==> src/hdl/depth_frame_range_gate_average_core_macros.svh <==
// ----------------------------------------------------------------------------
// Assertion macros
// Shared assertion forms for the depth frame range gate average core.
// ----------------------------------------------------------------------------
`ifndef DEPTH_FRAME_RANGE_GATE_AVERAGE_CORE_MACROS_SVH
`define DEPTH_FRAME_RANGE_GATE_AVERAGE_CORE_MACROS_SVH

// Same-cycle implication, sampled on clock, off during reset.
`define DFRGA_ASSERT_NOW(lbl, ante, cons, msg) \
   lbl: assert property (@(posedge clock) disable iff (reset) (ante) |-> (cons)) \
      else $error(msg);

// Next-cycle implication, sampled on clock, off during reset.
`define DFRGA_ASSERT_NEXT(lbl, ante, cons, msg) \
   lbl: assert property (@(posedge clock) disable iff (reset) (ante) |=> (cons)) \
      else $error(msg);

`endif

==> src/hdl/dfrga_pkg.sv <==
// ----------------------------------------------------------------------------
// dfrga_pkg
// Types, sizes and the reciprocal table of the depth frame averaging core.
// ----------------------------------------------------------------------------
`default_nettype none

package dfrga_pkg;

   localparam int PIXELS    = 307200;
   localparam int MAX_SCANS = 16;

   localparam int DEPTH_W   = 15;
   localparam int AVG_W     = 19;
   localparam int KEPT_W    = 5;
   localparam int INDEX_W   = 19;
   localparam int SCANS_W   = 5;
   localparam int SUM_W     = 19;
   localparam int PIX_W     = (PIXELS > 1) ? $clog2(PIXELS) : 1;
   localparam int SCAN_W    = (MAX_SCANS > 1) ? $clog2(MAX_SCANS) : 1;
   localparam int CSR_IDX_W = 2;
   localparam int CSR_DAT_W = 15;

   localparam int QUEUE_DEPTH = 4;
   localparam int QPTR_W      = $clog2(QUEUE_DEPTH);
   localparam int QCNT_W      = $clog2(QUEUE_DEPTH + 1);

   localparam int DIVD_W      = SUM_W + 4;
   localparam int RECIP_W     = 28;
   localparam int RECIP_SHIFT = 27;
   localparam int PROD_W      = DIVD_W + RECIP_W;

   localparam logic [DEPTH_W-1:0] MIN_DIST_RESET = 15'd450;
   localparam logic [DEPTH_W-1:0] MAX_DIST_RESET = 15'd800;
   localparam logic [SCANS_W-1:0] SCANS_RESET    = 5'd5;

   typedef enum logic [CSR_IDX_W-1:0] {
      CSR_MIN_DISTANCE = 2'd0,
      CSR_MAX_DISTANCE = 2'd1,
      CSR_SCAN_COUNT   = 2'd2
   } csr_index_type;

   typedef struct packed {
      logic [PIX_W-1:0]   pos;
      logic [DEPTH_W-1:0] sample;
      logic               keep;
      logic               first;
      logic               last;
      logic               frame_last;
   } work_item_type;

   typedef struct packed {
      logic [SUM_W-1:0]  sum;
      logic [KEPT_W-1:0] cnt;
   } entry_type;

   // ceil(2^27 / c): exact quotient for 23-bit dividends and c up to 16.
   function automatic logic [RECIP_W-1:0] recip(input logic [KEPT_W-1:0] c);
      logic [RECIP_W-1:0] r;
      case (c)
         5'd1:    r = 28'd134217728;
         5'd2:    r = 28'd67108864;
         5'd3:    r = 28'd44739243;
         5'd4:    r = 28'd33554432;
         5'd5:    r = 28'd26843546;
         5'd6:    r = 28'd22369622;
         5'd7:    r = 28'd19173962;
         5'd8:    r = 28'd16777216;
         5'd9:    r = 28'd14913081;
         5'd10:   r = 28'd13421773;
         5'd11:   r = 28'd12201612;
         5'd12:   r = 28'd11184811;
         5'd13:   r = 28'd10324441;
         5'd14:   r = 28'd9586981;
         5'd15:   r = 28'd8947849;
         5'd16:   r = 28'd8388608;
         default: r = '0;
      endcase
      return r;
   endfunction

endpackage

`default_nettype wire

==> src/hdl/dfrga_channels.sv <==
// ----------------------------------------------------------------------------
// dfrga channels
// Valid/ready channel interfaces for pixels, results and register writes.
// ----------------------------------------------------------------------------
`default_nettype none

interface dfrga_req_if;
   logic                            valid;
   logic                            ready;
   logic [dfrga_pkg::DEPTH_W-1:0]   depth_sample;
   logic                            in_region;
   modport source (output valid, depth_sample, in_region, input ready);
   modport sink   (input valid, depth_sample, in_region, output ready);
endinterface


interface dfrga_csr_if;
   logic                            valid;
   logic                            ready;
   logic [dfrga_pkg::CSR_IDX_W-1:0] index;
   logic [dfrga_pkg::CSR_DAT_W-1:0] data;
   modport source (output valid, index, data, input ready);
   modport sink   (input valid, index, data, output ready);
endinterface

`default_nettype wire

==> src/hdl/dfrga_front.sv <==
// ----------------------------------------------------------------------------
// dfrga_front
// Register file, range gate and raster/scan position tracking.
// ----------------------------------------------------------------------------
`default_nettype none

module dfrga_front (
   input  logic                     clock,
   input  logic                     reset,
   dfrga_req_if.sink                req_ch,
   dfrga_csr_if.sink                csr_ch,
   input  logic                     q_full,
   output logic                     q_push,
   output dfrga_pkg::work_item_type q_item
);
   import dfrga_pkg::*;

   logic [DEPTH_W-1:0] min_ff, min_in;
   logic [DEPTH_W-1:0] max_ff, max_in;
   logic [SCANS_W-1:0] scans_ff, scans_in;
   logic [PIX_W-1:0]   pix_ff, pix_in;
   logic [SCAN_W-1:0]  scan_ff, scan_in;

   logic [SCANS_W-1:0] eff_scans;
   logic               last_scan;
   logic               pix_wrap;
   logic               keep;

   assign csr_ch.ready = 1'b1;
   assign req_ch.ready = !q_full;
   assign q_push       = req_ch.valid && !q_full;

   always_comb begin
      if (scans_ff == '0) begin
         eff_scans = SCANS_W'(1);
      end else if (int'(scans_ff) > MAX_SCANS) begin
         eff_scans = SCANS_W'(MAX_SCANS);
      end else begin
         eff_scans = scans_ff;
      end
   end

   assign last_scan = (int'(scan_ff) + 1) >= int'(eff_scans);
   assign pix_wrap  = pix_ff == PIX_W'(PIXELS - 1);
   assign keep      = (req_ch.depth_sample != '0) && req_ch.in_region &&
                      (req_ch.depth_sample >= min_ff) && (req_ch.depth_sample <= max_ff);

   always_comb begin
      q_item.pos        = pix_ff;
      q_item.sample     = req_ch.depth_sample;
      q_item.keep       = keep;
      q_item.first      = scan_ff == '0;
      q_item.last       = last_scan;
      q_item.frame_last = last_scan && pix_wrap;
   end

   always_comb begin
      min_in   = min_ff;
      max_in   = max_ff;
      scans_in = scans_ff;
      if (csr_ch.valid) begin
         case (csr_ch.index)
            CSR_MIN_DISTANCE: min_in   = csr_ch.data;
            CSR_MAX_DISTANCE: max_in   = csr_ch.data;
            CSR_SCAN_COUNT:   scans_in = csr_ch.data[SCANS_W-1:0];
            default: ;
         endcase
      end
   end

   always_comb begin
      pix_in  = pix_ff;
      scan_in = scan_ff;
      if (q_push) begin
         if (pix_wrap) begin
            pix_in  = '0;
            scan_in = last_scan ? '0 : scan_ff + SCAN_W'(1);
         end else begin
            pix_in = pix_ff + PIX_W'(1);
         end
      end
   end

   always_ff @(posedge clock) begin
      if (reset) begin
         min_ff   <= MIN_DIST_RESET;
         max_ff   <= MAX_DIST_RESET;
         scans_ff <= SCANS_RESET;
         pix_ff   <= '0;
         scan_ff  <= '0;
      end else begin
         min_ff   <= min_in;
         max_ff   <= max_in;
         scans_ff <= scans_in;
         pix_ff   <= pix_in;
         scan_ff  <= scan_in;
      end
   end

endmodule

`default_nettype wire

==> src/flat_wrapper.sv <==
// flat-port wrapper written by rule: the top's interface ports become plain ports
module dfrga_front_flat import dfrga_pkg::*;
  (clock, reset, q_full, q_push, q_item, req_ch_valid, req_ch_depth_sample, req_ch_in_region, req_ch_ready, csr_ch_valid, csr_ch_index, csr_ch_data, csr_ch_ready);
  dfrga_req_if req_ch_i ();
  dfrga_csr_if csr_ch_i ();
  input  logic clock;
  input  logic reset;
  input  logic q_full;
  output logic q_push;
  output dfrga_pkg::work_item_type q_item;
  input wire logic [$bits(req_ch_i.valid)-1:0] req_ch_valid;
  input wire logic [$bits(req_ch_i.depth_sample)-1:0] req_ch_depth_sample;
  input wire logic [$bits(req_ch_i.in_region)-1:0] req_ch_in_region;
  output wire logic [$bits(req_ch_i.ready)-1:0] req_ch_ready;
  input wire logic [$bits(csr_ch_i.valid)-1:0] csr_ch_valid;
  input wire logic [$bits(csr_ch_i.index)-1:0] csr_ch_index;
  input wire logic [$bits(csr_ch_i.data)-1:0] csr_ch_data;
  output wire logic [$bits(csr_ch_i.ready)-1:0] csr_ch_ready;
  assign req_ch_i.valid = req_ch_valid;
  assign req_ch_i.depth_sample = req_ch_depth_sample;
  assign req_ch_i.in_region = req_ch_in_region;
  assign req_ch_ready = req_ch_i.ready;
  assign csr_ch_i.valid = csr_ch_valid;
  assign csr_ch_i.index = csr_ch_index;
  assign csr_ch_i.data = csr_ch_data;
  assign csr_ch_ready = csr_ch_i.ready;
  dfrga_front u_core (.clock(clock), .reset(reset), .req_ch(req_ch_i), .csr_ch(csr_ch_i), .q_full(q_full), .q_push(q_push), .q_item(q_item));
endmodule
==> config.mk <==
export PLATFORM = sky130hd
export DESIGN_NAME = dfrga_front_flat
export DESIGN_NICKNAME = d
export VERILOG_FILES = /design/src/hdl/depth_frame_range_gate_average_core_macros.svh /design/src/hdl/dfrga_pkg.sv /design/src/hdl/dfrga_channels.sv /design/src/hdl/dfrga_front.sv /design/src/flat_wrapper.sv
export SDC_FILE = /design/constraint.sdc
export NUM_CORES = 1
export LEC_CHECK = 0
export BUFFER_PORTS_ARGS = -buffer_cell sky130_fd_sc_hd__buf_4
export CORE_ASPECT_RATIO = 0.7
export CORE_UTILIZATION = 50
export CTS_BUF_LIST = sky130_fd_sc_hd__clkbuf_8 sky130_fd_sc_hd__clkbuf_16
export DETAILED_ROUTE_END_ITERATION = 8
export PLACE_DENSITY = 0.77
export SETUP_SLACK_MARGIN = 0.02
export SLEW_MARGIN = 20
export SYNTH_ARGS = -nofsm -noshare
export SYNTH_HDL_FRONTEND = slang
export SYNTH_SLANG_ARGS = --single-unit
==> constraint.sdc <==
create_clock -name clock -period 2.73 [get_ports clock]
set_input_delay 0.546 -clock clock [delete_from_list [all_inputs] [get_ports clock]]
set_output_delay 0.546 -clock clock [all_outputs]
set_load 0.1 [all_outputs]
# After elaboration in Yosys (flattened, before gate mapping)
# Index checks and enable logic that the tools add are counted.
[op_classes] n_addsub=3 order_cmp=4 eq_ne=3 muxes=4 n_reduce_logical=14
[ops] cell="$ge A32 B6 Y1" count=1
[ops] cell="$add A19 B1 Y19 const B" count=1
[ops] cell="$eq A19 B19 Y1 const B" count=1
[ops] cell="$mux W19" count=1
[ops] cell="$ge A15 B15 Y1" count=1
[ops] cell="$le A15 B15 Y1" count=1
[ops] cell="$reduce_bool A15 Y1" count=1
[ops] cell="$mux W5" count=2
[ops] cell="$reduce_and A2 Y1" count=4
[ops] cell="$add A4 B1 Y5 const B" count=1
[ops] cell="$gt A5 B5 Y1 const B" count=1
[ops] cell="$logic_and A1 B1 Y1" count=5
[ops] cell="$logic_not A5 Y1" count=1
[ops] cell="$add A4 B1 Y4 const B" count=1
[ops] cell="$logic_not A4 Y1" count=1
[ops] cell="$mux W4" count=1
[ops] cell="$eq A2 B1 Y1 const B" count=1
[ops] cell="$eq A2 B2 Y1 const B" count=1
[ops] cell="$logic_not A2 Y1" count=1
[ops] cell="$logic_not A1 Y1" count=1
[totals] register_bits=58

# Depth between registers and ports, before layout
[logic_depth] ltp_word=5 depth_mapped=9 ltp_nobuf=9

# Worst setup path before layout
# OpenSTA, ideal clock, no wires.
[synth_timing] path_type="flip-flop to output port" from="register u_core.pix_ff[7]" to="output port q_item[0] in the netlist's numbering" arrival_ns=4.739 required_ns=2.184 slack_ns=-2.555 stages_incl_launch_ff=5 path_cell_list="dfxtp_1 > and4_2 > and2_2 > nand2_1 > nor4b_1"
[synth_lines] element="start, declared" line="dfrga_front.sv:21" source="logic [PIX_W-1:0] pix_ff, pix_in;"
[synth_lines] element="start signal, assigned" line="dfrga_front.sv:95" source="pix_ff <= pix_in;"
[synth_lines] element="end, declared" line="flat_wrapper.sv:10" source="output dfrga_pkg::work_item_type q_item;"

==> flow_summary.yaml <==
sta:
  post-route-period-util: 1.03
  fin_setup_tns_ns: -0.145
  drv_slew: 0
  worstMarginPinSlew_ns: 0.658
  relSlewSlack: 0.561
  setup_viol: 2
  fin_crit_ns: 2.80
  hold_viol: 0
  layout_setup_ws_ns: -0.0747
  finClkSkew_ns: 0.0100
  fmax_mhz: 357
  rsz0062_at_grt: "true"
worst_setup_path:
  worstPathArrival_ns: 2.26
  crit_required_ns: 2.18
  startpoint_type: "flip-flop"
  crit_fanout: 4
  crit_end: "q_item[0]"
  r2r_end: "u_core.scan_ff[0]"
  worstSetupStartpoint: "u_core.scan_ff[0]"
  ff2ff_path_depth: 9
  reg2reg_setup_slack_ns: 0.63
  crit_path_end_kind: "primary output"
  slowest_stage: "dfxtp_4"
  crit_chain: "ha_4 -> xor2_1 -> ha_1 -> a21o_1 -> a31oi_2 -> o21ai_2 -> nor4b_4 -> buf_6"
  setup.worst_path.class: "flip-flop to primary output"
  cpPeakStageDelay_ns: 0.36
  r2r-start: "u_core.scan_ff[0]"
final_layout:
  seqCellArea_um2: 1180
  fin_area_um2: 4650
  final_net_count: 580
  antenna_cells: 0
  drive_gt1_frac: 0.354
  multi_input_area_um2: 2230
  fillCellCount: 556
  area_growth_pct: 33.3
synth:
  synth_xor_area_frac: 0.0477
  yosys_warnings: 0
  synth_area_per_cell_um2: 8.29
  yosys.area_share.adder: 0.136
  seq_area_frac_synth: 0.333
  yosysMostFrequentCell: "nand2_1"
  syn_inst: 421
  synth_top_area_cell: "dfxtp_1"
  synth_ff_type: "dfxtp_1"
  syn-num-nets: 497
  synth_top_area_frac: 0.333
  synth_top_family_by_area: "simple AND/OR/NAND/NOR gates"
  synth-seq-cells: 58
  synth-compound-area-share: 0.112
  ys_top_cells_by_area: "dfxtp_1, ha_1, nand2_1"
  synth_edf_count: 0
  synthMuxAreaShare: 0.0172
  syn_area_um2: 3490
  ys_async_sr_fraction: 0
  synth_common_cells: "nand2_1, dfxtp_1, inv_1"
  synthSimpleGateAreaFrac: 0.250
  yosysUniqueCellTypes: 50
status:
  status: "complete, but fails checks"
  violations: "setup timing"
grt:
  grt_pass1_wl_um: 14700
  use_met3: 0.0617
  grt_max_degree: 33
  grt.total_usage: 0.265
  busiest_layer: "met2"
  overflow: 0
  grt_use_met1: 0.334
  grt_pass1_vias: 3198
  antenna_found_initial: 0
  met2_usage: 0.441
clock_tree:
  h-tree-depth: 3
  clock_latency_ns: 0.33
  cts_tree: "done"
  cts.path.max_buffers: 2
  cts.clk_slew.worst_paths_ns: 0.07
  cts_hold_buf: 0
  cts_root_buf: "clkbuf_8"
  numClockSinks: 58
  cts_made_buffers: 9
detailed_routing:
  post-route-drc-count: 0
  vias_per_cell: 5.38
  drtIter0Drc: 198
  ant_nets: 0
  vias: 3236
  dr.pass1.iters: 4
  routed_wl_um: 9360
  routedWlPerCell_um: 15.5
floorplanning:
  initial_core_util: 0.516
  fp.coreArea_um2: 6760
  pin_count: 79
  rows: 25
  dieArea_um2: 7320
  die_width_um: 102
  die-height_um: 71.9
pwr:
  power.leakage_nw: 1.99
  ir_drop_mv: 0.319
  p_per_area_nw_per_um2: 450
place:
  hpwl_um: 6770
  place.gp.congestion: 0.851
  port_buffers: 77
  placed_area_um2: 4160
flow_run:
  maxCapViolCount: 0
worst_hold_path:
  hold_class: "flip-flop to flip-flop"
## registers in the layout, indices dropped and copies added (netlist names)
| signal | count |
|---|---|
| u_core.scans_ff | 5 |
| u_core.max_ff | 15 |
| u_core.pix_ff | 19 |
| u_core.min_ff | 15 |
| u_core.scan_ff | 4 |
## power by group
| group | switching, W | total (W) | internal [W] | leakage [nW] |
|---|---|---|---|---|
| logic | 0.000296 | 0.000461 | 0.000165 | 1.41 |
| registers | 0.0000118 | 0.000879 | 0.000867 | 0.476 |
| clock network | 0.000321 | 0.000753 | 0.000431 | 0.105 |
| total | 0.000629 | 0.00209 | 0.00146 | 1.99 |
## placed cells by master, fill, tap and decap left out, types with 4 or more instances in the layout
| cell type | Yosys | final |
|---|---|---|
| nand3_1 | 10 | 10 |
| a21o_1 | 5 | 5 |
| dfxtp_1 | 58 | 45 |
| nor3_1 | 6 | 5 |
| ha_4 | 0 | 11 |
| nand3b_1 | 4 | 4 |
| dfxtp_2 | 0 | 12 |
| inv_2 | 0 | 7 |
| a21oi_1 | 35 | 33 |
| nor2_4 | 10 | 10 |
| o211ai_1 | 8 | 8 |
| nand2_1 | 74 | 74 |
| o21ai_0 | 7 | 4 |
| ha_1 | 38 | 27 |
| clkbuf_8 | 0 | 10 |
| xor2_1 | 9 | 9 |
| nand2b_1 | 5 | 4 |
| nor2_1 | 19 | 19 |
| xnor2_1 | 10 | 9 |
| inv_1 | 42 | 36 |
| mux2i_1 | 6 | 6 |
| buf_4 | 18 | 98 |
| nand4_1 | 6 | 6 |
## timing repair
action | in CTS | in global routing
resized for setup | 48 | 11
endpoints found under the setup margin | 3 | 3
setup buffers | 4 | 0
pin swaps | 12 | 3
## critical path: cells and delay by family (launching register included)
family	cells	cell delay, ns
fa+ha+maj	2	0.49
xor+xnor	1	0.14
simple gates	1	0.26
compound gates	3	0.39
flops	1	0.36
buf+inv	1	0.27
## kinds of logic (layout without fill, tap and decap cells)
family,count (synthesis),count (layout)
compound gates,66,66
xor+xnor,19,19
fa+ha+maj,38,38
buf+inv,71,158
flops,58,58
mux,6,6
other cells,1,1
simple gates,162,162
## metal layers
| layer | vias up | wire [um] |
|---|---|---|
| met4 | 0 | 186 |
| met5 | - | 0 |
| met3 | 18 | 542 |
| met2 | 103 | 4460 |
| met1 | 1539 | 4170 |
| li1 | 1576 | - |
## area by class of cell
cell class                      instances  area share
Clock inverter                          5      0.0102
Inverter                               42      0.0347
Tap cell                               94      0.0253
Clock buffer                           10      0.0296
Timing Repair Buffer                  101       0.168
Multi-Input combinational cell        292       0.479
Sequential cell                        58       0.254
## worst min path at each step
stage	from	endpoint	slack (ns)	cells after the start
3_5_place_dp	u_core.min_ff[10]	u_core.min_ff[10]	0.45	2
2_1_floorplan	u_core.max_ff[10]	u_core.max_ff[10]	0.44	2
3_3_place_gp	u_core.min_ff[12]	u_core.min_ff[12]	0.44	2
5_1_grt	csr_ch_data[14]	u_core.max_ff[14]	0.47	3
6_report	u_core.min_ff[10]	u_core.min_ff[10]	0.46	2
4_1_cts	csr_ch_data[8]	u_core.max_ff[8]	0.45	3
## through the flow
step	worst slack, ns	total power [W]	cells	utilization	hold slack [ns]
4_1_cts	0.00580	0.00209	602	0.681	0.452
2_1_floorplan	-0.536	0.00117	421	-	0.436
5_1_grt	-0.186	0.00216	602	0.689	0.466
6_report	-0.0747	0.00209	602	0.689	0.457
3_3_place_gp	-0.0646	0.00129	583	0.616	0.444
3_5_place_dp	-0.192	0.00130	583	0.616	0.449
No activity file was read; power rests on OpenSTA's default activity.
