### src/hdl/depth_frame_range_gate_average_core_macros.svh
// ----------------------------------------------------------------------------
// Assertion macros
// Shared assertion forms for the depth frame range gate average core.
// ----------------------------------------------------------------------------
`ifndef DEPTH_FRAME_RANGE_GATE_AVERAGE_CORE_MACROS_SVH
`define DEPTH_FRAME_RANGE_GATE_AVERAGE_CORE_MACROS_SVH

// Same-cycle implication, sampled on clock, off during reset.
`define DFRGA_ASSERT_NOW(lbl, ante, cons, msg) \
   lbl: assert property (@(posedge clock) disable iff (reset) (ante) |-> (cons)) \
      else $error(msg);

// Next-cycle implication, sampled on clock, off during reset.
`define DFRGA_ASSERT_NEXT(lbl, ante, cons, msg) \
   lbl: assert property (@(posedge clock) disable iff (reset) (ante) |=> (cons)) \
      else $error(msg);

`endif

### src/hdl/dfrga_pkg.sv
// ----------------------------------------------------------------------------
// dfrga_pkg
// Types, sizes and the reciprocal table of the depth frame averaging core.
// ----------------------------------------------------------------------------
`default_nettype none

package dfrga_pkg;

   localparam int PIXELS    = 307200;
   localparam int MAX_SCANS = 16;

   localparam int DEPTH_W   = 15;
   localparam int AVG_W     = 19;
   localparam int KEPT_W    = 5;
   localparam int INDEX_W   = 19;
   localparam int SCANS_W   = 5;
   localparam int SUM_W     = 19;
   localparam int PIX_W     = (PIXELS > 1) ? $clog2(PIXELS) : 1;
   localparam int SCAN_W    = (MAX_SCANS > 1) ? $clog2(MAX_SCANS) : 1;
   localparam int CSR_IDX_W = 2;
   localparam int CSR_DAT_W = 15;

   localparam int QUEUE_DEPTH = 4;
   localparam int QPTR_W      = $clog2(QUEUE_DEPTH);
   localparam int QCNT_W      = $clog2(QUEUE_DEPTH + 1);

   localparam int DIVD_W      = SUM_W + 4;
   localparam int RECIP_W     = 28;
   localparam int RECIP_SHIFT = 27;
   localparam int PROD_W      = DIVD_W + RECIP_W;

   localparam logic [DEPTH_W-1:0] MIN_DIST_RESET = 15'd450;
   localparam logic [DEPTH_W-1:0] MAX_DIST_RESET = 15'd800;
   localparam logic [SCANS_W-1:0] SCANS_RESET    = 5'd5;

   typedef enum logic [CSR_IDX_W-1:0] {
      CSR_MIN_DISTANCE = 2'd0,
      CSR_MAX_DISTANCE = 2'd1,
      CSR_SCAN_COUNT   = 2'd2
   } csr_index_type;

   typedef struct packed {
      logic [PIX_W-1:0]   pos;
      logic [DEPTH_W-1:0] sample;
      logic               keep;
      logic               first;
      logic               last;
      logic               frame_last;
   } work_item_type;

   typedef struct packed {
      logic [SUM_W-1:0]  sum;
      logic [KEPT_W-1:0] cnt;
   } entry_type;

   // ceil(2^27 / c): exact quotient for 23-bit dividends and c up to 16.
   function automatic logic [RECIP_W-1:0] recip(input logic [KEPT_W-1:0] c);
      logic [RECIP_W-1:0] r;
      case (c)
         5'd1:    r = 28'd134217728;
         5'd2:    r = 28'd67108864;
         5'd3:    r = 28'd44739243;
         5'd4:    r = 28'd33554432;
         5'd5:    r = 28'd26843546;
         5'd6:    r = 28'd22369622;
         5'd7:    r = 28'd19173962;
         5'd8:    r = 28'd16777216;
         5'd9:    r = 28'd14913081;
         5'd10:   r = 28'd13421773;
         5'd11:   r = 28'd12201612;
         5'd12:   r = 28'd11184811;
         5'd13:   r = 28'd10324441;
         5'd14:   r = 28'd9586981;
         5'd15:   r = 28'd8947849;
         5'd16:   r = 28'd8388608;
         default: r = '0;
      endcase
      return r;
   endfunction

endpackage

`default_nettype wire

### src/hdl/dfrga_queue.sv
// ----------------------------------------------------------------------------
// dfrga_queue
// Small circular queue of classified pixels between front and back.
// ----------------------------------------------------------------------------
`default_nettype none

module dfrga_queue (
   input  logic                     clock,
   input  logic                     reset,
   input  logic                     push,
   input  dfrga_pkg::work_item_type push_item,
   input  logic                     pop,
   output logic                     full,
   output logic                     not_empty,
   output dfrga_pkg::work_item_type head_item
);
   import dfrga_pkg::*;

   work_item_type     slots_ff [QUEUE_DEPTH];
   logic [QPTR_W-1:0] wr_ff, wr_in;
   logic [QPTR_W-1:0] rd_ff, rd_in;
   logic [QCNT_W-1:0] cnt_ff, cnt_in;
   logic              do_pop;

   assign full      = cnt_ff == QCNT_W'(QUEUE_DEPTH);
   assign not_empty = cnt_ff != '0;
   assign head_item = slots_ff[rd_ff];
   assign do_pop    = pop && not_empty;

   always_comb begin
      wr_in  = push ? wr_ff + QPTR_W'(1) : wr_ff;
      rd_in  = do_pop ? rd_ff + QPTR_W'(1) : rd_ff;
      cnt_in = cnt_ff;
      if (push && !do_pop) begin
         cnt_in = cnt_ff + QCNT_W'(1);
      end else if (!push && do_pop) begin
         cnt_in = cnt_ff - QCNT_W'(1);
      end
   end

   always_ff @(posedge clock) begin
      if (push) begin
         slots_ff[wr_ff] <= push_item;
      end
   end

   always_ff @(posedge clock) begin
      if (reset) begin
         wr_ff  <= '0;
         rd_ff  <= '0;
         cnt_ff <= '0;
      end else begin
         wr_ff  <= wr_in;
         rd_ff  <= rd_in;
         cnt_ff <= cnt_in;
      end
   end

endmodule

`default_nettype wire

### config.mk
export PLATFORM = sky130hd
export DESIGN_NAME = dfrga_queue
export DESIGN_NICKNAME = d
export VERILOG_FILES = /design/src/hdl/depth_frame_range_gate_average_core_macros.svh /design/src/hdl/dfrga_pkg.sv /design/src/hdl/dfrga_queue.sv
export SDC_FILE = /design/constraint.sdc
export NUM_CORES = 1
export LEC_CHECK = 0
export ABC_CLOCK_PERIOD_IN_PS = 2380
export BUFFER_PORTS_ARGS = -buffer_cell sky130_fd_sc_hd__buf_2
export CAP_MARGIN = 30
export CORE_MARGIN = 2
export CORE_UTILIZATION = 43
export DETAILED_ROUTE_END_ITERATION = 10
export PLACE_DENSITY = 0.74
export RECOVER_POWER = 100
export SETUP_SLACK_MARGIN = 0.02
export SYNTH_ARGS = -nofsm -noshare
export SYNTH_HDL_FRONTEND = slang
export SYNTH_SLANG_ARGS = --single-unit
### constraint.sdc
create_clock -name clock -period 2.38 [get_ports clock]
set_clock_uncertainty 0.05 [all_clocks]
set_input_delay 0 -clock clock [delete_from_list [all_inputs] [get_ports clock]]
set_output_delay 0 -clock clock [all_outputs]
set_load 0.03 [all_outputs]
== After elaboration in Yosys (flattened, before gate mapping) ==
Memories as Yosys holds them, arrays and structs flattened. A register that Yosys moved wholly into a read port is not among the register bits.
Index checks and enable logic that the tools add are counted.

* Input port bits: 42
* Memory bits (writable): 152
* Register bits after elaboration: 7
* Memories kept: 1

* Equal/unequal tests: 1
* Reductions and logical operators: 7
* Mux-type cells: 6
* Add/sub/neg operators: 4

{| class="wikitable"
|+ Memories
! name !! depth !! width !! rd ports !! clocked after Yosys merged registers in !! write ports !! line !! RTL
|-
| slots_ff || 4 || 38 || 1 || 1 || 1 || dfrga_queue.sv:19 || <nowiki>work_item_type slots_ff [QUEUE_DEPTH];</nowiki>
|}

{| class="wikitable"
|+ Operators with widths
! cell !! count
|-
| 3-bit 2-to-1 mux || 2
|-
| 2-bit by 1-bit adder with 2-bit output (second input constant) || 2
|-
| 2-bit 2-to-1 mux || 2
|-
| 3-bit by 1-bit adder with 3-bit output (second input constant) || 1
|-
| 3-bit == test (second input constant) || 1
|-
| 1-bit logical AND || 3
|-
| 3-bit nonzero test || 1
|-
| 3-bit by 1-bit subtractor with 3-bit output (second input constant) || 1
|-
| 1-bit zero test || 2
|-
| 1-bit 2-to-1 mux || 2
|-
| 2-bit nonzero test || 1
|}

== Logic depth before layout (Yosys ltp) ==
Gate-level depths: netlist of the first run.

* Word-level depth: 5
* Mapped depth: 7

== Worst setup path after synthesis of the first run ==
No wires, ideal clock.

* Kind: register -> register
* Start point: register cnt_ff[0]
* End point: register cnt_ff[2]
* Period minus slack after synthesis: 2033 ps
* Buffers on the path: 0
* Data required time: 2260 ps
* Cell stages (with the launch flop): 8
* Path slack: 347 ps
* Data arrival time: 1913 ps
* Cells stage by stage: dfxtp_1 o31ai_1 ha_1 inv_1 fa_1 xor2_1 or3_1 a21oi_1

* Longest elaborated chain between the ends: 5

{| class="wikitable"
|+ Ends and longest elaborated chain
! element !! line !! RTL
|-
| from (decl) || dfrga_queue.sv:22 || <nowiki>logic [QCNT_W-1:0] cnt_ff, cnt_in;</nowiki>
|-
| from (signal assigned) || dfrga_queue.sv:55 || <nowiki>cnt_ff <= cnt_in;</nowiki>
|-
| branches (longest 5 deep; another with 3-bit by 1-bit subtractor with 3-bit output) || n/a ||
|}

Several ways; the timed one is not identified. The select of a mux whose other input is x is not followed.
A chain may end at the register's enable or synchronous reset.

==> results of run 1 <==
## per-stage QoR
step | std cells | cell area [sq um]
floorplan | 242 | 5937
finish | 571 | 7616
global route | 571 | 7616
global placement | 495 | 6579
detailed placement | 497 | 6619
CTS | 571 | 7681
## critical path: stages, from the launching register on
cell and delay, ns:
dfxtp_2 0.65, clkbuf_4 0.46, mux4_2 0.40, clkbuf_2 0.21
## cell usage in the layout (no fill, tap or decap), types with 4 or more instances in the layout
master and count:
edfxtp_1 152, clkbuf_1 40, mux4_2 38, buf_12 5, dfxtp_1 7, xor2_1 4
nor2_1 7, dlygate4sd3_1 42, ha_1 5, clkbuf_16 17, bufinv_16 5, clkbuf_2 34
buf_2 7
## where the power goes
part / switching (mW) / internal, mW
clock network: 1.02 / 1.85
registers: 0.150 / 3.28
logic: 1.11 / 0.816
total: 2.28 / 5.95
## logic make-up after synthesis
kind of cell    count (synthesis)
xor+xnor                        5
fa+ha+maj                       6
flops                         161
mux                            40
buf+inv                        12
simple gates                   14
compound gates                  4
## area by class of cell
type	instances	area share, %
sequential	161	62.33
clock inverter	15	2.842
multi-input combinational	69	14.51
timing repair buffer	130	11.70
tap	176	2.891
inverter	3	0.1479
clock buffer	17	5.586
## flip-flops by register name (all words and copies together) (netlist names), named ones only
name,cells
cnt_ff,3
rd_ff,2
slots_ff,152
wr_ff,2
## final timing paths
kind                startpoint             end  slack, ns  depth (start not counted)
setup / recovery      register   head_item[32]       0.18                          3
hold / removal    push_item[0]  slots_ff[1][0]       0.32                          2
setup reg to reg     cnt_ff[1]       cnt_ff[2]       0.19                          7
hold reg to reg       rd_ff[1]        register       0.49                          2
## repair_timing
item / CTS / global route
gates resized for setup: 0 / 1
hold buffers: 42 / 0
buffers inserted: 0 / 0
endpoints found under the setup margin: 0 / 1
endpoints found under the hold margin: 161 / 0
## layer usage
layer	global-route usage (%)	share of wire [%]	wire length (um)
met1	18.96	43	4260
met2	24.05	51	5019
met3	4.370	4.8	480
met4	7.040	1.6	163
met5	0	0	0
==> flow_summary.json, run 1 <==
{
  "ys_top_cells_by_count": "edfxtp_1 (152), mux4_2 (38), dfxtp_1 (9)",
  "first_iter_violations": 199,
  "clock_sinks": 161,
  "port_buffers": 81,
  "fp.dieArea_sq_um": 14760,
  "seq_area_frac_synth_pct": 79.92,
  "synthArstFlopShare_pct": 0,
  "setup_ws_ns": 0.1838,
  "io_pins": 82,
  "overflow": 0,
  "design.core.area_sq_um": 13350,
  "synth_compound_area_share_pct": 0.4426,
  "grt_first_pass_wirelength_mm": 15.92,
  "slew_violations": 0,
  "die_w_um": 121.5,
  "critical_path.max_fanout": 20,
  "synthTopCellsByArea": "edfxtp_1 (77%), mux4_2 (14%), dfxtp_1 (3.0%), ha_1 (1.1%), buf_12 (0.67%)",
  "maxCapViolCount": 0,
  "drive_gt1_share_pct": 30.13,
  "rsz0062_at_grt": "false",
  "antenna_found_initial": 0,
  "area_delta_synth_final_pct": 28.28,
  "totalWireLength_mm": 9.924,
  "finalHoldViolations": 0,
  "start_util_pct": 44.48,
  "syn_avg_cell_area_sq_um": 24.53,
  "whs_ns": 0.3229,
  "viasPerCell": 4.965,
  "synth.most_common_cell": "edfxtp_1",
  "peakVddDrop_mv": 0.6052,
  "yosysUniqueCellTypes": 22,
  "final_util_pct": 57.06,
  "route.vias.total": 2835,
  "p_per_area_nw_per_um2": 1080,
  "register_area_sq_um": 4747,
  "grt_util_all_layers_pct": 14.98,
  "dpl.hpwl_mm": 6.144,
  "root_buffer": "clkbuf_16",
  "worstPathRequired_ns": 2.33,
  "fin_crit_sh_pct": 92.28,
  "setup_tns_ns": 0,
  "die_h_um": 121.5,
  "n_fill_cell": 1050,
  "synth_fa_ha_area_share_pct": 1.391,
  "antenna_left": 0,
  "row_count": 42,
  "antennaDiodeCount": 0,
  "crit_arrival_ns": 2.15,
  "crit_type": "register to output port",
  "nets": 430,
  "synth_flop_cell": "edfxtp_1",
  "globalplace.congestion": 0.6600,
  "routedWlPerCell_um": 17.38,
  "synth-simple-area-share_pct": 1.201,
  "grt_pass1_vias": 3013,
  "setup_viol": 0,
  "fmax_mhz": 455.3,
  "htree_levels": 4,
  "yosysWarnings": 0,
  "cts_tree": "done",
  "cts_inserted_buffers": 17,
  "synth_nets": 290,
  "multiInputGateArea_sq_um": 1105,
  "start_kind": "register",
  "critPathCaptureType": "output port",
  "tightestPinTransition_ns": 1.167,
  "p_total_mw": 8.226,
  "relSlewSlack_pct": 22.17,
  "grt_max_degree": 27,
  "post-place-ws_ns": 0.07081,
  "synth_seq_cells": 161,
  "netlist_instances": 242,
  "first_pass_iters": 6,
  "yosysTopAreaCell": "edfxtp_1",
  "clk_pin_slew_ns": 0.06,
  "worstHoldPathType": "input port to register",
  "p_leak_nw": 2.542,
  "muxShareOfSynthArea_pct": 14.75,
  "drc": 0,
  "synthXorXnorAreaFrac_pct": 0.7376,
  "status": "finished, final reports clean",
  "period_minus_slack_ns": 2.196,
  "synth.cell_area_sq_um": 5937,
  "netlist.area_leader.share_pct": 76.88,
  "synth_edf_count": 152,
  "clock_path_buffers": 2,
  "clk_latency_ns": 0.42,
  "synth_top_family_by_area": "multiplexers"
}
(Power assumes the default switching activity.)
==> run 2: changes to the inputs <==
Settings changed: ABC_CLOCK_PERIOD_IN_PS 2380 to 2780.
Clock period 2.38 ns to 2.78 ns, I/O delays scaled along.
==> run 2 against run 1 <==
- the run now ends with capacitance limit, slew limit left
- worst hold slack better by 0.0086 ns
- worst setup slack better by 0.25 ns
- design area is 1.8% lower
- register-to-register slack better by 0.24 ns
- critical path depth stayed put
- clock power is 22% lower
- critical endpoint is now slots_ff[3][13]
- largest cell class unchanged
- largest power group unchanged
==> flow_summary.json, run 2 (synthesis gave the netlist of run 1 again) <==
{
  "status": "complete, but fails checks",
  "violations": "capacitance limit, slew limit",
  "post_cts_resized": 0,
  "relSlewSlack_pct": -0.1461,
  "post-place-ws_ns": 0.5453,
  "antennaDiodeCount": 0,
  "multiInputGateArea_sq_um": 1101,
  "fp.dieArea_sq_um": 14760,
  "dpl.hpwl_mm": 5.985,
  "critical_path.max_fanout": 21,
  "pwr-share-comb_pct": 21.5,
  "n_fill_cell": 1069,
  "worst-r2r-cell-count": 3,
  "row_count": 42,
  "routedWlPerCell_um": 17.42,
  "nets": 428,
  "start_util_pct": 44.48,
  "rr_startpoint": "wr_ff[0]",
  "power_frac_clock_pct": 33.4,
  "port_buffers": 81,
  "met3_usage_pct": 5.592,
  "top_regs": "slots_ff (152), cnt_ff (3)",
  "setup_ws_ns": 0.4315,
  "clk_latency_ns": 0.41,
  "gr-usage-met2_pct": 24.09,
  "start_kind": "register",
  "finalHoldViolations": 0,
  "antenna_left": 0,
  "grt_max_degree": 39,
  "layout_commonest_cell": "edfxtp_1",
  "cts_tree": "done",
  "globalplace.congestion": 0.6376,
  "top_register": "slots_ff",
  "route.vias.total": 2832,
  "design_area_sq_um": 7476,
  "design.core.area_sq_um": 13350,
  "slew_violations": 18,
  "setup_tns_ns": 0,
  "clk_pin_slew_ns": 0.06,
  "tightestPinTransition_ns": 1.501,
  "worstHoldPathType": "input port to register",
  "grt_util_all_layers_pct": 14.81,
  "mostFrequentLayoutCells": "edfxtp_1 (152), clkbuf_1 (84), dlygate4sd3_1 (42)",
  "clock_path_buffers": 2,
  "worstPathRequired_ns": 2.84,
  "fmax_mhz": 425.8,
  "critical_path.startpoint": "wr_ff[0]",
  "p_seq_share_pct": 45.1,
  "critPathCaptureType": "register",
  "grt_pass1_vias": 2996,
  "crit_arrival_ns": 2.41,
  "whs_ns": 0.3315,
  "totalWireLength_mm": 9.914,
  "grt_first_pass_wirelength_mm": 15.61,
  "htree_levels": 4,
  "root_buffer": "clkbuf_16",
  "first_pass_iters": 4,
  "rsz0062_at_grt": "false",
  "peakVddDrop_mv": 0.6367,
  "clock_sinks": 161,
  "maxCapViolCount": 1,
  "die_w_um": 121.5,
  "register_area_sq_um": 4750,
  "drive_gt1_share_pct": 19.08,
  "switching_share_pct": 28.28,
  "grt_use_met1_pct": 18.25,
  "first_iter_violations": 139,
  "die_h_um": 121.5,
  "antenna_found_initial": 0,
  "area_delta_synth_final_pct": 25.92,
  "cts_inserted_buffers": 17,
  "worstHoldPathCells": 2,
  "p_switching_mw": 1.905,
  "viasPerCell": 4.977,
  "largest_reg_flops": 152,
  "p_per_area_nw_per_um2": 900.9,
  "p_total_mw": 6.735,
  "drc": 0,
  "fin_crit_sh_pct": 84.48,
  "p_int_mw": 4.830,
  "setup_viol": 0,
  "hp-start": "push_item[11]",
  "busiest_layer": "met2",
  "placed_area_sq_um": 6591,
  "p_leak_nw": 2.389,
  "period_minus_slack_ns": 2.349,
  "io_pins": 82,
  "crit_type": "register to register",
  "overflow": 0,
  "post_cts_buffers": 0
}
-- run 2: power groups by stage --
stage               registers (mW)  clock network (mW)  logic [mW]
floorplan                     2.90                   0        1.32
global placement              3.10                   0        1.46
detailed placement            3.11                   0        1.48
CTS                           3.06                2.30        1.54
global route                  3.09                2.39        1.53
finish                        3.04                2.25        1.45
-- run 2: area by class of cell --
type                            count  share of cell area, %
Tap cell                          176                  2.946
Multi-Input combinational cell     69                  14.73
Clock buffer                       23                  5.992
Sequential cell                   161                  63.53
Clock inverter                      9                  1.774
Timing Repair Buffer              128                  10.88
Inverter                            3                 0.1506
-- run 2: timing repair --
action / in CTS / in global routing
hold buffers: 42 / 0
setup endpoints to repair: 0 / 0
hold endpoints to repair: 161 / 0
-- run 2: routing by layer --
layer  wire [um]  vias up  share of wire [%]
met5           0        -                  0
met4         146        0                1.5
met3         513       14                5.2
met2        5130       65                 52
met1        4123     1461                 42
li1            -     1292                  -
-- run 2: worst max-delay path, cell delays in order, from the launching register on --
cell and delay [ns]:
dfxtp_1 0.40, ha_1 0.16, and2_0 1.12, buf_12 0.29
-- run 2: worst paths after layout --
kind                endpoint  slack, ns
max          slots_ff[3][13]       0.43
min          slots_ff[1][11]       0.33
max reg2reg  slots_ff[3][13]       0.43
min reg2reg         rd_ff[0]       0.49
-- run 2: stage by stage --
step / utilization, % / cells
2_1_floorplan: - / 242
3_3_place_gp: 49.38 / 495
3_5_place_dp: 49.38 / 495
4_1_cts: 56.88 / 569
5_1_grt: 56.01 / 569
6_report: 56.01 / 569
